--- src/hw/rtl/swcs_pkg.sv ---
// Shared types, widths and codes for the sliding-window congestion sender.
// Used by the channel interfaces, the top level and the port checker.
package swcs_pkg;

    // Sequence and window widths
    localparam int SEQ_W      = 16;
    localparam int FRAC_W     = 16;
    localparam int CWND_W     = 32;
    localparam int THR_W      = 16;
    localparam int RWIN_W     = 16;
    localparam int SWIN_W     = 8;
    localparam int ROOM_W     = 16;
    localparam int ACT_W      = 3;
    localparam int OPC_W      = 2;
    localparam int PSEQ_W     = 15;
    localparam int DUP_W      = 3;

    // Configuration port
    localparam int CFG_IDX_W  = 2;
    localparam int CFG_DATA_W = 16;

    // Reset values of the configuration registers
    localparam logic [SWIN_W-1:0] SWIN_RST = SWIN_W'(100);
    localparam logic [RWIN_W-1:0] RWIN_RST = RWIN_W'(16);
    localparam logic [THR_W-1:0]  THR_RST  = THR_W'(128);

    // Duplicate ACK counter: saturation value and the count that fires
    localparam logic [DUP_W-1:0] DUP_MAX  = DUP_W'(7);
    localparam logic [DUP_W-1:0] DUP_FIRE = DUP_W'(4);

    // One packet in 16.16, and the largest threshold
    localparam logic [CWND_W-1:0] CWND_ONE = CWND_W'(1) << FRAC_W;
    localparam logic [THR_W-1:0]  THR_MAX  = {THR_W{1'b1}};

    // Divider for the congestion avoidance step: quotient and remainder
    localparam int QUOT_W = FRAC_W + 1;
    localparam int REM_W  = CWND_W + 1;
    localparam int CNT_W  = $clog2(QUOT_W);

    // Compare widths
    localparam int WIDE_W = (SEQ_W + FRAC_W > CWND_W) ? SEQ_W + FRAC_W : CWND_W;
    localparam int THRC_W = (THR_W + FRAC_W > CWND_W) ? THR_W + FRAC_W : CWND_W;

    typedef enum logic [OPC_W-1:0] {
        OP_SEND  = 2'd0,
        OP_ACK   = 2'd1,
        OP_TIMER = 2'd2,
        OP_RSVD  = 2'd3
    } t_opcode;

    typedef enum logic [ACT_W-1:0] {
        ACT_NONE    = 3'd0,
        ACT_SEND    = 3'd1,
        ACT_BLOCKED = 3'd2,
        ACT_PROBE   = 3'd3,
        ACT_RETX    = 3'd4,
        ACT_END     = 3'd5
    } t_action;

    typedef enum logic [CFG_IDX_W-1:0] {
        CFG_SWIN = 2'd0,
        CFG_RWIN = 2'd1,
        CFG_THR  = 2'd2
    } t_cfg_idx;

    typedef enum logic [2:0] {
        ST_IDLE,
        ST_DIV,
        ST_ADD,
        ST_CHECK,
        ST_OUT
    } t_state;

    // Low bits of a sequence number as carried on the result word
    function automatic logic [PSEQ_W-1:0] f_pkt_seq(input logic [SEQ_W-1:0] s);
        logic [SEQ_W+PSEQ_W-1:0] w;
        w = (SEQ_W + PSEQ_W)'(s);
        return w[PSEQ_W-1:0];
    endfunction

endpackage

--- src/hw/rtl/swcs_if.sv ---
// Valid/ready channel interfaces for the sliding-window congestion sender.
// Depends on swcs_pkg for the field widths.
interface swcs_in_if
    import swcs_pkg::*;
();
    logic                     valid;
    logic                     ready;
    logic [OPC_W-1:0]         opcode;
    logic                     data_ends;
    logic signed [SEQ_W-1:0]  ack_seq;
    logic [ROOM_W-1:0]        ack_room;
    logic                     ack_probe;

    modport source (output valid, opcode, data_ends, ack_seq, ack_room, ack_probe,
                    input ready);
    modport sink   (input valid, opcode, data_ends, ack_seq, ack_room, ack_probe,
                    output ready);
endinterface

interface swcs_out_if
    import swcs_pkg::*;
();
    logic                 valid;
    logic                 ready;
    logic [ACT_W-1:0]     action;
    logic [PSEQ_W-1:0]    packet_seq;
    logic                 window_full;
    logic [CWND_W-1:0]    cwnd_now;
    logic [THR_W-1:0]     threshold_now;
    logic                 last_of_run;

    modport source (output valid, action, packet_seq, window_full, cwnd_now,
                    threshold_now, last_of_run, input ready);
    modport sink   (input valid, action, packet_seq, window_full, cwnd_now,
                    threshold_now, last_of_run, output ready);
endinterface

--- src/hw/rtl/sliding_window_congestion_sender.sv ---
// Send, timer, probe ACK, end ACK and idle answers show a result word the cycle after
// accept; a slow start ACK goes through the check state, a congestion avoidance ACK
// through 17 divide steps of the shared compare/subtract unit, one add and one check.
// Up to two result words per input word. One input word at a time: ready stays low until
// the last result word is taken.
// Reset (synchronous, active low) loads the register reset values and the initial state.
module sliding_window_congestion_sender
    import swcs_pkg::*;
(
    input  logic                  i_clk,
    input  logic                  i_rst_n,
    input  logic                  i_cfg_wr_en,
    input  logic [CFG_IDX_W-1:0]  i_cfg_index,
    input  logic [CFG_DATA_W-1:0] i_cfg_wdata,
    swcs_in_if.sink               i_in,
    swcs_out_if.source            o_out
);

    t_state              r_state, n_state;
    logic [SWIN_W-1:0]   r_swin, n_swin;
    logic [RWIN_W-1:0]   r_irwin, n_irwin;
    logic [THR_W-1:0]    r_ithr, n_ithr;
    logic [SEQ_W-1:0]    r_next_seq, n_next_seq;
    logic [SEQ_W-1:0]    r_acked_seq, n_acked_seq;
    logic [DUP_W-1:0]    r_dup, n_dup;
    logic [CWND_W-1:0]   r_cwnd, n_cwnd;
    logic [THR_W-1:0]    r_thr, n_thr;
    logic                r_ss, n_ss;
    logic [RWIN_W-1:0]   r_rwin, n_rwin;
    logic                r_data_done, n_data_done;
    logic                r_finished, n_finished;
    logic [REM_W-1:0]    r_rem, n_rem;
    logic [QUOT_W-1:0]   r_quot, n_quot;
    logic [CNT_W-1:0]    r_cnt, n_cnt;
    t_action             r_act0, n_act0, r_act1, n_act1;
    logic [SEQ_W-1:0]    r_seq0, n_seq0, r_seq1, n_seq1;
    logic                r_full0, n_full0;
    logic                r_two, n_two;
    logic                r_idx, n_idx;

    // Decoded input and shared terms
    logic                in_acc;
    logic [SEQ_W-1:0]    ack_a;
    logic [SEQ_W-1:0]    seq_gap;
    logic                dist_pos;
    logic [WIDE_W-1:0]   dist_w;
    logic                send_ok;
    logic                send_full;
    logic [CWND_W-1:0]   half_cwnd;
    logic [THR_W-1:0]    cut_thr;
    logic [REM_W-1:0]    rem_sh;
    logic                rem_ge;
    logic [CWND_W:0]     ss_sum;
    logic [CWND_W-1:0]   ss_cwnd;
    logic [CWND_W:0]     ca_sum;
    logic [CWND_W-1:0]   ca_inc;
    logic [THRC_W-1:0]   thr_fix;
    logic [CWND_W-1:0]   cfg_word;

    assign in_acc = i_in.valid && i_in.ready;
    assign ack_a  = SEQ_W'(i_in.ack_seq);

    // Window test on the signed distance from the last ACK to the next sequence
    assign seq_gap   = r_next_seq - r_acked_seq;
    assign dist_pos  = !seq_gap[SEQ_W-1] && (seq_gap != '0);
    assign dist_w    = WIDE_W'(seq_gap);
    assign send_full = dist_pos && (dist_w > WIDE_W'(r_swin));
    assign send_ok   = !r_data_done &&
                       (!dist_pos || ((dist_w <= WIDE_W'(r_rwin)) &&
                                      (dist_w <= WIDE_W'(r_swin)) &&
                                      ((dist_w << FRAC_W) <= WIDE_W'(r_cwnd))));

    // Halve into whole packets, clamped to the threshold range
    assign half_cwnd = r_cwnd >> (FRAC_W + 1);
    assign cut_thr   = (half_cwnd == '0) ? THR_W'(1) :
                       (half_cwnd > CWND_W'(THR_MAX)) ? THR_MAX : THR_W'(half_cwnd);

    // Shared divide step: shift the remainder, compare and subtract
    assign rem_sh = {r_rem[REM_W-2:0], 1'b0};
    assign rem_ge = rem_sh >= REM_W'(r_cwnd);

    // Window growth
    assign ss_sum  = {1'b0, r_cwnd} + {1'b0, CWND_ONE};
    assign ss_cwnd = ss_sum[CWND_W] ? {CWND_W{1'b1}} : ss_sum[CWND_W-1:0];
    assign thr_fix = THRC_W'(r_thr) << FRAC_W;
    assign ca_inc  = (r_cwnd == '0) ? '0 : CWND_W'(r_quot);
    assign ca_sum  = {1'b0, r_cwnd} + {1'b0, ca_inc};
    assign cfg_word = CWND_W'(i_cfg_wdata);

    // Hold the state register
    always_ff @(posedge i_clk) begin
        if (!i_rst_n) begin
            r_state     <= ST_IDLE;
            r_swin      <= SWIN_RST;
            r_irwin     <= RWIN_RST;
            r_ithr      <= THR_RST;
            r_next_seq  <= '0;
            r_acked_seq <= '1;
            r_dup       <= DUP_W'(1);
            r_cwnd      <= CWND_ONE;
            r_thr       <= THR_RST;
            r_ss        <= 1'b1;
            r_rwin      <= RWIN_RST;
            r_data_done <= 1'b0;
            r_finished  <= 1'b0;
            r_two       <= 1'b0;
            r_idx       <= 1'b0;
        end else begin
            r_state     <= n_state;
            r_swin      <= n_swin;
            r_irwin     <= n_irwin;
            r_ithr      <= n_ithr;
            r_next_seq  <= n_next_seq;
            r_acked_seq <= n_acked_seq;
            r_dup       <= n_dup;
            r_cwnd      <= n_cwnd;
            r_thr       <= n_thr;
            r_ss        <= n_ss;
            r_rwin      <= n_rwin;
            r_data_done <= n_data_done;
            r_finished  <= n_finished;
            r_two       <= n_two;
            r_idx       <= n_idx;
        end
    end

    // Payload registers: divider and result slots
    always_ff @(posedge i_clk) begin
        r_rem   <= n_rem;
        r_quot  <= n_quot;
        r_cnt   <= n_cnt;
        r_act0  <= n_act0;
        r_act1  <= n_act1;
        r_seq0  <= n_seq0;
        r_seq1  <= n_seq1;
        r_full0 <= n_full0;
    end

    // Sequencer: next state, state updates and result slots
    always_comb begin
        n_state     = r_state;
        n_swin      = r_swin;
        n_irwin     = r_irwin;
        n_ithr      = r_ithr;
        n_next_seq  = r_next_seq;
        n_acked_seq = r_acked_seq;
        n_dup       = r_dup;
        n_cwnd      = r_cwnd;
        n_thr       = r_thr;
        n_ss        = r_ss;
        n_rwin      = r_rwin;
        n_data_done = r_data_done;
        n_finished  = r_finished;
        n_rem       = r_rem;
        n_quot      = r_quot;
        n_cnt       = r_cnt;
        n_act0      = r_act0;
        n_act1      = r_act1;
        n_seq0      = r_seq0;
        n_seq1      = r_seq1;
        n_full0     = r_full0;
        n_two       = r_two;
        n_idx       = r_idx;

        // Configuration writes: make them only while idle; the block does not check
        if (i_cfg_wr_en) begin
            case (t_cfg_idx'(i_cfg_index))
                CFG_SWIN: begin
                    n_swin = SWIN_W'(cfg_word);
                end
                CFG_RWIN: begin
                    n_irwin = RWIN_W'(cfg_word);
                    n_rwin  = RWIN_W'(cfg_word);
                end
                CFG_THR: begin
                    n_ithr = THR_W'(cfg_word);
                    n_thr  = (cfg_word == '0) ? THR_W'(1) : THR_W'(cfg_word);
                end
                default: begin
                end
            endcase
        end

        case (r_state)
            ST_IDLE: begin
                if (in_acc) begin
                    n_act0  = ACT_NONE;
                    n_seq0  = '0;
                    n_full0 = 1'b0;
                    n_two   = 1'b0;
                    n_idx   = 1'b0;
                    n_state = ST_OUT;
                    if (!r_finished) begin
                        case (t_opcode'(i_in.opcode))
                            OP_SEND: begin
                                if (send_ok) begin
                                    n_act0     = ACT_SEND;
                                    n_seq0     = r_next_seq;
                                    n_next_seq = r_next_seq + SEQ_W'(1);
                                    if (i_in.data_ends) begin
                                        n_data_done = 1'b1;
                                    end
                                end else begin
                                    n_act0  = ACT_BLOCKED;
                                    n_seq0  = r_next_seq;
                                    n_full0 = send_full;
                                end
                            end
                            OP_TIMER: begin
                                // Cut the window and retransmit, probing a closed receiver
                                n_thr  = cut_thr;
                                n_cwnd = CWND_ONE;
                                n_ss   = 1'b1;
                                if (r_rwin == '0) begin
                                    n_act0 = ACT_PROBE;
                                    n_seq0 = r_next_seq;
                                    n_act1 = ACT_RETX;
                                    n_seq1 = r_acked_seq + SEQ_W'(1);
                                    n_two  = 1'b1;
                                end else begin
                                    n_act0 = ACT_RETX;
                                    n_seq0 = r_acked_seq + SEQ_W'(1);
                                end
                            end
                            OP_ACK: begin
                                n_rwin = RWIN_W'(i_in.ack_room);
                                if (!i_in.ack_probe) begin
                                    n_acked_seq = ack_a;
                                    if (ack_a == r_acked_seq) begin
                                        if (r_dup < DUP_MAX) begin
                                            n_dup = r_dup + DUP_W'(1);
                                        end
                                    end else begin
                                        n_dup = DUP_W'(1);
                                    end
                                    if (r_data_done && (ack_a == r_next_seq - SEQ_W'(1))) begin
                                        n_finished = 1'b1;
                                        n_act0     = ACT_END;
                                        n_seq0     = r_next_seq;
                                    end else if (r_ss) begin
                                        n_cwnd = ss_cwnd;
                                        if (THRC_W'(ss_cwnd) > thr_fix) begin
                                            n_ss = 1'b0;
                                        end
                                        n_state = ST_CHECK;
                                    end else begin
                                        // Start 2^(2F) / cwnd; cwnd never drops below one packet
                                        n_rem   = REM_W'(1) << (FRAC_W - 1);
                                        n_quot  = '0;
                                        n_cnt   = CNT_W'(QUOT_W - 1);
                                        n_state = ST_DIV;
                                    end
                                end
                            end
                            default: begin
                            end
                        endcase
                    end
                end
            end
            ST_DIV: begin
                // One quotient bit per cycle
                n_rem  = rem_ge ? (rem_sh - REM_W'(r_cwnd)) : rem_sh;
                n_quot = {r_quot[QUOT_W-2:0], rem_ge};
                n_cnt  = r_cnt - CNT_W'(1);
                if (r_cnt == '0) begin
                    n_state = ST_ADD;
                end
            end
            ST_ADD: begin
                n_cwnd  = ca_sum[CWND_W] ? {CWND_W{1'b1}} : ca_sum[CWND_W-1:0];
                n_state = ST_CHECK;
            end
            ST_CHECK: begin
                // No action, or on the third duplicate ACK: cut, retransmit and probe a closed receiver
                n_idx   = 1'b0;
                n_two   = 1'b0;
                n_full0 = 1'b0;
                n_act0  = ACT_NONE;
                n_seq0  = '0;
                n_state = ST_OUT;
                if (r_dup == DUP_FIRE) begin
                    n_thr  = cut_thr;
                    n_cwnd = CWND_ONE;
                    n_ss   = 1'b1;
                    if (r_rwin == '0) begin
                        n_act0 = ACT_PROBE;
                        n_seq0 = r_next_seq;
                        n_act1 = ACT_RETX;
                        n_seq1 = r_acked_seq + SEQ_W'(1);
                        n_two  = 1'b1;
                    end else begin
                        n_act0 = ACT_RETX;
                        n_seq0 = r_acked_seq + SEQ_W'(1);
                    end
                end
            end
            ST_OUT: begin
                // Advance through the result slots
                if (o_out.ready) begin
                    if (r_two && !r_idx) begin
                        n_idx = 1'b1;
                    end else begin
                        n_state = ST_IDLE;
                    end
                end
            end
            default: begin
                n_state = ST_IDLE;
            end
        endcase
    end

    // Drive the channels
    assign i_in.ready          = (r_state == ST_IDLE);
    assign o_out.valid         = (r_state == ST_OUT);
    assign o_out.action        = r_idx ? r_act1 : r_act0;
    assign o_out.packet_seq    = f_pkt_seq(r_idx ? r_seq1 : r_seq0);
    assign o_out.window_full   = r_idx ? 1'b0 : r_full0;
    assign o_out.cwnd_now      = r_cwnd;
    assign o_out.threshold_now = r_thr;
    assign o_out.last_of_run   = !r_two || r_idx;

endmodule

--- src/flat_wrapper.sv ---
// flat-port wrapper written by rule: the top's interface ports become plain ports
module sliding_window_congestion_sender_flat import swcs_pkg::*;
  (i_clk, i_rst_n, i_cfg_wr_en, i_cfg_index, i_cfg_wdata, i_in_valid, i_in_opcode, i_in_data_ends, i_in_ack_seq, i_in_ack_room, i_in_ack_probe, i_in_ready, o_out_valid, o_out_action, o_out_packet_seq, o_out_window_full, o_out_cwnd_now, o_out_threshold_now, o_out_last_of_run, o_out_ready);
  swcs_in_if i_in_i ();
  swcs_out_if o_out_i ();
  input  logic i_clk;
  input  logic i_rst_n;
  input  logic i_cfg_wr_en;
  input  logic [CFG_IDX_W-1:0] i_cfg_index;
  input  logic [CFG_DATA_W-1:0] i_cfg_wdata;
  input wire logic [$bits(i_in_i.valid)-1:0] i_in_valid;
  input wire logic [$bits(i_in_i.opcode)-1:0] i_in_opcode;
  input wire logic [$bits(i_in_i.data_ends)-1:0] i_in_data_ends;
  input wire logic [$bits(i_in_i.ack_seq)-1:0] i_in_ack_seq;
  input wire logic [$bits(i_in_i.ack_room)-1:0] i_in_ack_room;
  input wire logic [$bits(i_in_i.ack_probe)-1:0] i_in_ack_probe;
  output wire logic [$bits(i_in_i.ready)-1:0] i_in_ready;
  output wire logic [$bits(o_out_i.valid)-1:0] o_out_valid;
  output wire logic [$bits(o_out_i.action)-1:0] o_out_action;
  output wire logic [$bits(o_out_i.packet_seq)-1:0] o_out_packet_seq;
  output wire logic [$bits(o_out_i.window_full)-1:0] o_out_window_full;
  output wire logic [$bits(o_out_i.cwnd_now)-1:0] o_out_cwnd_now;
  output wire logic [$bits(o_out_i.threshold_now)-1:0] o_out_threshold_now;
  output wire logic [$bits(o_out_i.last_of_run)-1:0] o_out_last_of_run;
  input wire logic [$bits(o_out_i.ready)-1:0] o_out_ready;
  assign i_in_i.valid = i_in_valid;
  assign i_in_i.opcode = i_in_opcode;
  assign i_in_i.data_ends = i_in_data_ends;
  assign i_in_i.ack_seq = i_in_ack_seq;
  assign i_in_i.ack_room = i_in_ack_room;
  assign i_in_i.ack_probe = i_in_ack_probe;
  assign i_in_ready = i_in_i.ready;
  assign o_out_valid = o_out_i.valid;
  assign o_out_action = o_out_i.action;
  assign o_out_packet_seq = o_out_i.packet_seq;
  assign o_out_window_full = o_out_i.window_full;
  assign o_out_cwnd_now = o_out_i.cwnd_now;
  assign o_out_threshold_now = o_out_i.threshold_now;
  assign o_out_last_of_run = o_out_i.last_of_run;
  assign o_out_i.ready = o_out_ready;
  sliding_window_congestion_sender u_core (.i_clk(i_clk), .i_rst_n(i_rst_n), .i_cfg_wr_en(i_cfg_wr_en), .i_cfg_index(i_cfg_index), .i_cfg_wdata(i_cfg_wdata), .i_in(i_in_i), .o_out(o_out_i));
endmodule
--- config.mk ---
export PLATFORM = sky130hd
export DESIGN_NAME = sliding_window_congestion_sender_flat
export DESIGN_NICKNAME = d
export VERILOG_FILES = /design/src/hw/rtl/swcs_pkg.sv /design/src/hw/rtl/swcs_if.sv /design/src/hw/rtl/sliding_window_congestion_sender.sv /design/src/flat_wrapper.sv
export SDC_FILE = /design/constraint.sdc
export NUM_CORES = 1
export LEC_CHECK = 0
export BUFFER_PORTS_ARGS = -buffer_cell sky130_fd_sc_hd__buf_2
export CORE_UTILIZATION = 60
export CTS_BUF_LIST = sky130_fd_sc_hd__clkbuf_4
export DETAILED_ROUTE_END_ITERATION = 12
export GPL_TIMING_DRIVEN = 0
export PLACE_DENSITY = 0.8
export SLEW_MARGIN = 20
export SYNTH_ARGS = -nofsm -noshare
export SYNTH_HDL_FRONTEND = slang
export SYNTH_SLANG_ARGS = --single-unit
export TNS_END_PERCENT = 1
--- constraint.sdc ---
create_clock -name i_clk -period 7.9 [get_ports i_clk]
set_clock_uncertainty 0.2 [all_clocks]
set_input_delay 0.395 -clock i_clk [delete_from_list [all_inputs] [get_ports i_clk]]
set_output_delay 0.395 -clock i_clk [all_outputs]
set_load 0.02 [all_outputs]
==> impl_metrics.json <==
{
  "wl_um": 54700,
  "syn-num-nets": 2114,
  "die-height_um": 165,
  "dpl.hpwl_um": 39800,
  "grt_first_pass_wirelength_um": 84100,
  "setup_viol": 0,
  "finalCritPeriodShare_pct": 76.0,
  "die_w_um": 165,
  "final_core_util_pct": 70.8,
  "crit_type": "reg -> reg",
  "port_buffers": 126,
  "drt-initial-drc-count": 1699,
  "holdPathEnd": "u_core.r_swin[6]$_SDFFE_PN1P_",
  "dr.pass1.iters": 8,
  "clock_latency_ps": 740,
  "min_path_cells": 4,
  "p_per_area_nw_per_um2": 170,
  "rsz0062_at_grt": "no",
  "wire_per_inst_um": 21.4,
  "clk_pin_slew_worst_paths_ps": 70,
  "leakage_nw": 7.98,
  "grt_max_degree": 23,
  "r2r_start": "u_core.o_out.cwnd_now[19]$_SDFFE_PN0P_",
  "fin_hold_ws_ps": 225,
  "ys_types": 84,
  "dieArea_um2": 27200,
  "crit_fanout": 10,
  "synth_top_flop_cell": "dfxtp_1",
  "antenna_found_initial": 1,
  "overflow": 0,
  "async_flop_share_pct": 0,
  "cts_buffer_depth": 3,
  "slew_headroom_pct": 29.6,
  "synth_area_per_cell_um2": 8.30,
  "clock_tree.root_cell": "clkbuf_4",
  "htree_levels": 2,
  "cts_setup_buffers": 0,
  "reg2regPathDepth": 17,
  "grt_usage_pct": 40.2,
  "start_kind": "flop",
  "fin_cells": 2558,
  "rr_endpoint": "u_core.o_out.cwnd_now[12]$_SDFFE_PN0P_",
  "cts_sinks": 203,
  "final_nets": 2372,
  "ios": 129,
  "ys_ff_latch": 203,
  "vias": 16500,
  "final_antenna_net_count": 0,
  "synth_edf_count": 88,
  "vias_per_cell": 6.46,
  "ir_worst_vdd_uv": 146,
  "worstSetupEndpointType": "flop",
  "grt_pass1_vias": 15900,
  "netlist_instances": 1920,
  "outcome": "finished clean",
  "r2r_setup_slack_ps": 1900,
  "row_count": 59,
  "timing.final.hold_violations": 0,
  "crit_required_ps": 8270,
  "maxCapViolations": 0,
  "hp-start": "i_cfg_index[0]",
  "ys_seq_area_share_pct": 31.0,
  "yosysTopAreaCellShare_pct": 16.6,
  "coreArea_um2": 26100,
  "drive_gt1_share_pct": 12.7,
  "start_util_pct": 61.2,
  "fillCellCount": 2083,
  "cts_tree": "built",
  "holdBufCountCts": 72,
  "crit_arrival_ps": 6370,
  "layout_commonest_cell": "nand2_1",
  "route.detailed.drc": 0,
  "hp-class": "in -> reg",
  "mostFrequentLayoutCells": "nand2_1, nor2_1, buf_2, ha_1, inv_1",
  "worst_pin_slew_ps": 1060,
  "dp_cells": 2384,
  "syn-cell-area_um2": 15900,
  "yosysTopAreaCell": "edfxtp_1",
  "gp_congestion": 0.995,
  "cts_buffers": 55,
  "fin_crit_ps": 6000,
  "ys_warn_count": 0,
  "slew_viol_final": 0,
  "area_delta_synth_final_pct": 15.8,
  "netlist_top_cells_area": "edfxtp_1, dfxtp_1, ha_1, nand2_1, xnor2_1",
  "clock.fmax_mhz": 167,
  "ctsResizeCount": 0
}
## power by group
part	switching, mW	total (mW)	internal, mW
combinational	0.621	0.995	0.374
sequential	0.0467	1.22	1.17
clock	0.500	0.936	0.437
## cells by family after synthesis
| group | share of synthesized area (%) |
|---|---|
| AOI/OAI and AO/OA | 19.5 |
| xor gates and xnor gates | 5.88 |
| adders and majority gates | 10.7 |
| buffers and inverters | 5.56 |
| DFF | 31.0 |
| muxes | 4.77 |
| and+or+nand+nor | 22.5 |
## Yosys cell counts (6+ instances only)
library cell and count:
nand3_1 73, clkbuf_1 80, a211oi_1 40, nand4_1 41
nor4_1 26, nor2b_1 25, ha_1 132, nand3b_1 11
a21o_1 21, mux2_2 16, or3_1 12, a221oi_1 11
and2_1 44, mux2i_1 58, nand2_1 215, o22ai_1 7
o21bai_1 7, o311a_1 6, o211a_1 6, edfxtp_1 88
nand4b_1 9, nor3b_1 6, and4_1 8, a2111oi_0 8
inv_1 126, nor2_1 135, a21oi_1 106, a31oi_1 30
o31ai_1 6, o211ai_1 34, o21ai_0 105, xor2_1 28
buf_2 7, dfxtp_1 115, xnor2_1 79, o21a_1 14
nor3_1 38, or2_2 13, and3_1 20, nand2b_1 19
## worst max-delay path by stage
stage                                                      start                                      to  slack (ps)
after global routing           u_core.r_next_seq[0]$_SDFFE_PN0P_      u_core.r_next_seq[11]$_SDFFE_PN0P_        1570
after detailed placement       u_core.r_next_seq[0]$_SDFFE_PN0P_      u_core.r_next_seq[10]$_SDFFE_PN0P_        2100
after floorplan                u_core.r_next_seq[7]$_SDFFE_PN0P_           u_core.r_cnt[0]$_SDFFCE_PN0P_        1180
final                     u_core.o_out.cwnd_now[19]$_SDFFE_PN0P_  u_core.o_out.cwnd_now[12]$_SDFFE_PN0P_        1900
after global placement         u_core.r_next_seq[3]$_SDFFE_PN0P_         u_core.r_quot[16]$_SDFFCE_PN0P_        -770
after CTS                      u_core.r_next_seq[0]$_SDFFE_PN0P_      u_core.r_next_seq[10]$_SDFFE_PN0P_        2080
## metrics by stage
stage	setup TNS [ps]	total power [mW]	setup slack (ps)	cell area (µm²)
2_1_floorplan	0	1.88	1180	15900
4_1_cts	0	3.11	2080	18500
6_report	0	3.15	1900	18500
5_1_grt	0	3.29	1570	18500
3_3_place_gp	-41300	2.14	-771	17000
3_5_place_dp	0	2.16	2100	17100
## per-layer routing
layer | vias to the layer above | GRT usage [%] | wire [µm]
li1 | 7554 | - | -
met3 | 249 | 6.91 | 4730
met1 | 7755 | 48.5 | 21200
met2 | 975 | 65.7 | 25300
met4 | 0 | 26.2 | 3480
met5 | - | 0 | 0
## worst max-delay path, cell delays in order, from the launching register on
cell      delay, ps
dfxtp_1         300
clkbuf_1        210
inv_1           370
nand4_1         150
nor4_1          720
nand3_1         410
clkbuf_1        340
and2_1          250
ha_1            330
and3_1          200
a221oi_1        350
o21ai_0         170
a21oi_1         220
a21boi_1        210
o211ai_1        810
nor2_1          200
a221oi_1        290
a211oi_1        110
## final cells by class
class	instances	area [µm²]	share of cell area, %
tap	335	419	2.27
timing repair buffer	201	1390	7.52
antenna	1	2.50	0.0136
buffer	97	410	2.22
inverter	127	477	2.58
sequential	203	4940	26.8
multi-input combinational	1493	10100	55.0
clock inverter	28	126	0.685
clock buffer	73	548	2.97
## state kept, by name, summed over array words and instances (netlist names), 8 cells and up
| name | cells |
|---|---|
| u_core.r_seq0 | 15 |
| u_core.r_seq1 | 15 |
| u_core.r_rem | 32 |
| u_core.r_quot | 17 |
| u_core.r_swin | 8 |
| u_core.r_rwin | 16 |
| u_core.o_out.cwnd_now | 32 |
| u_core.r_acked_seq | 16 |
| u_core.o_out.threshold_now | 16 |
| u_core.r_next_seq | 16 |
(Power assumes the default switching activity.)
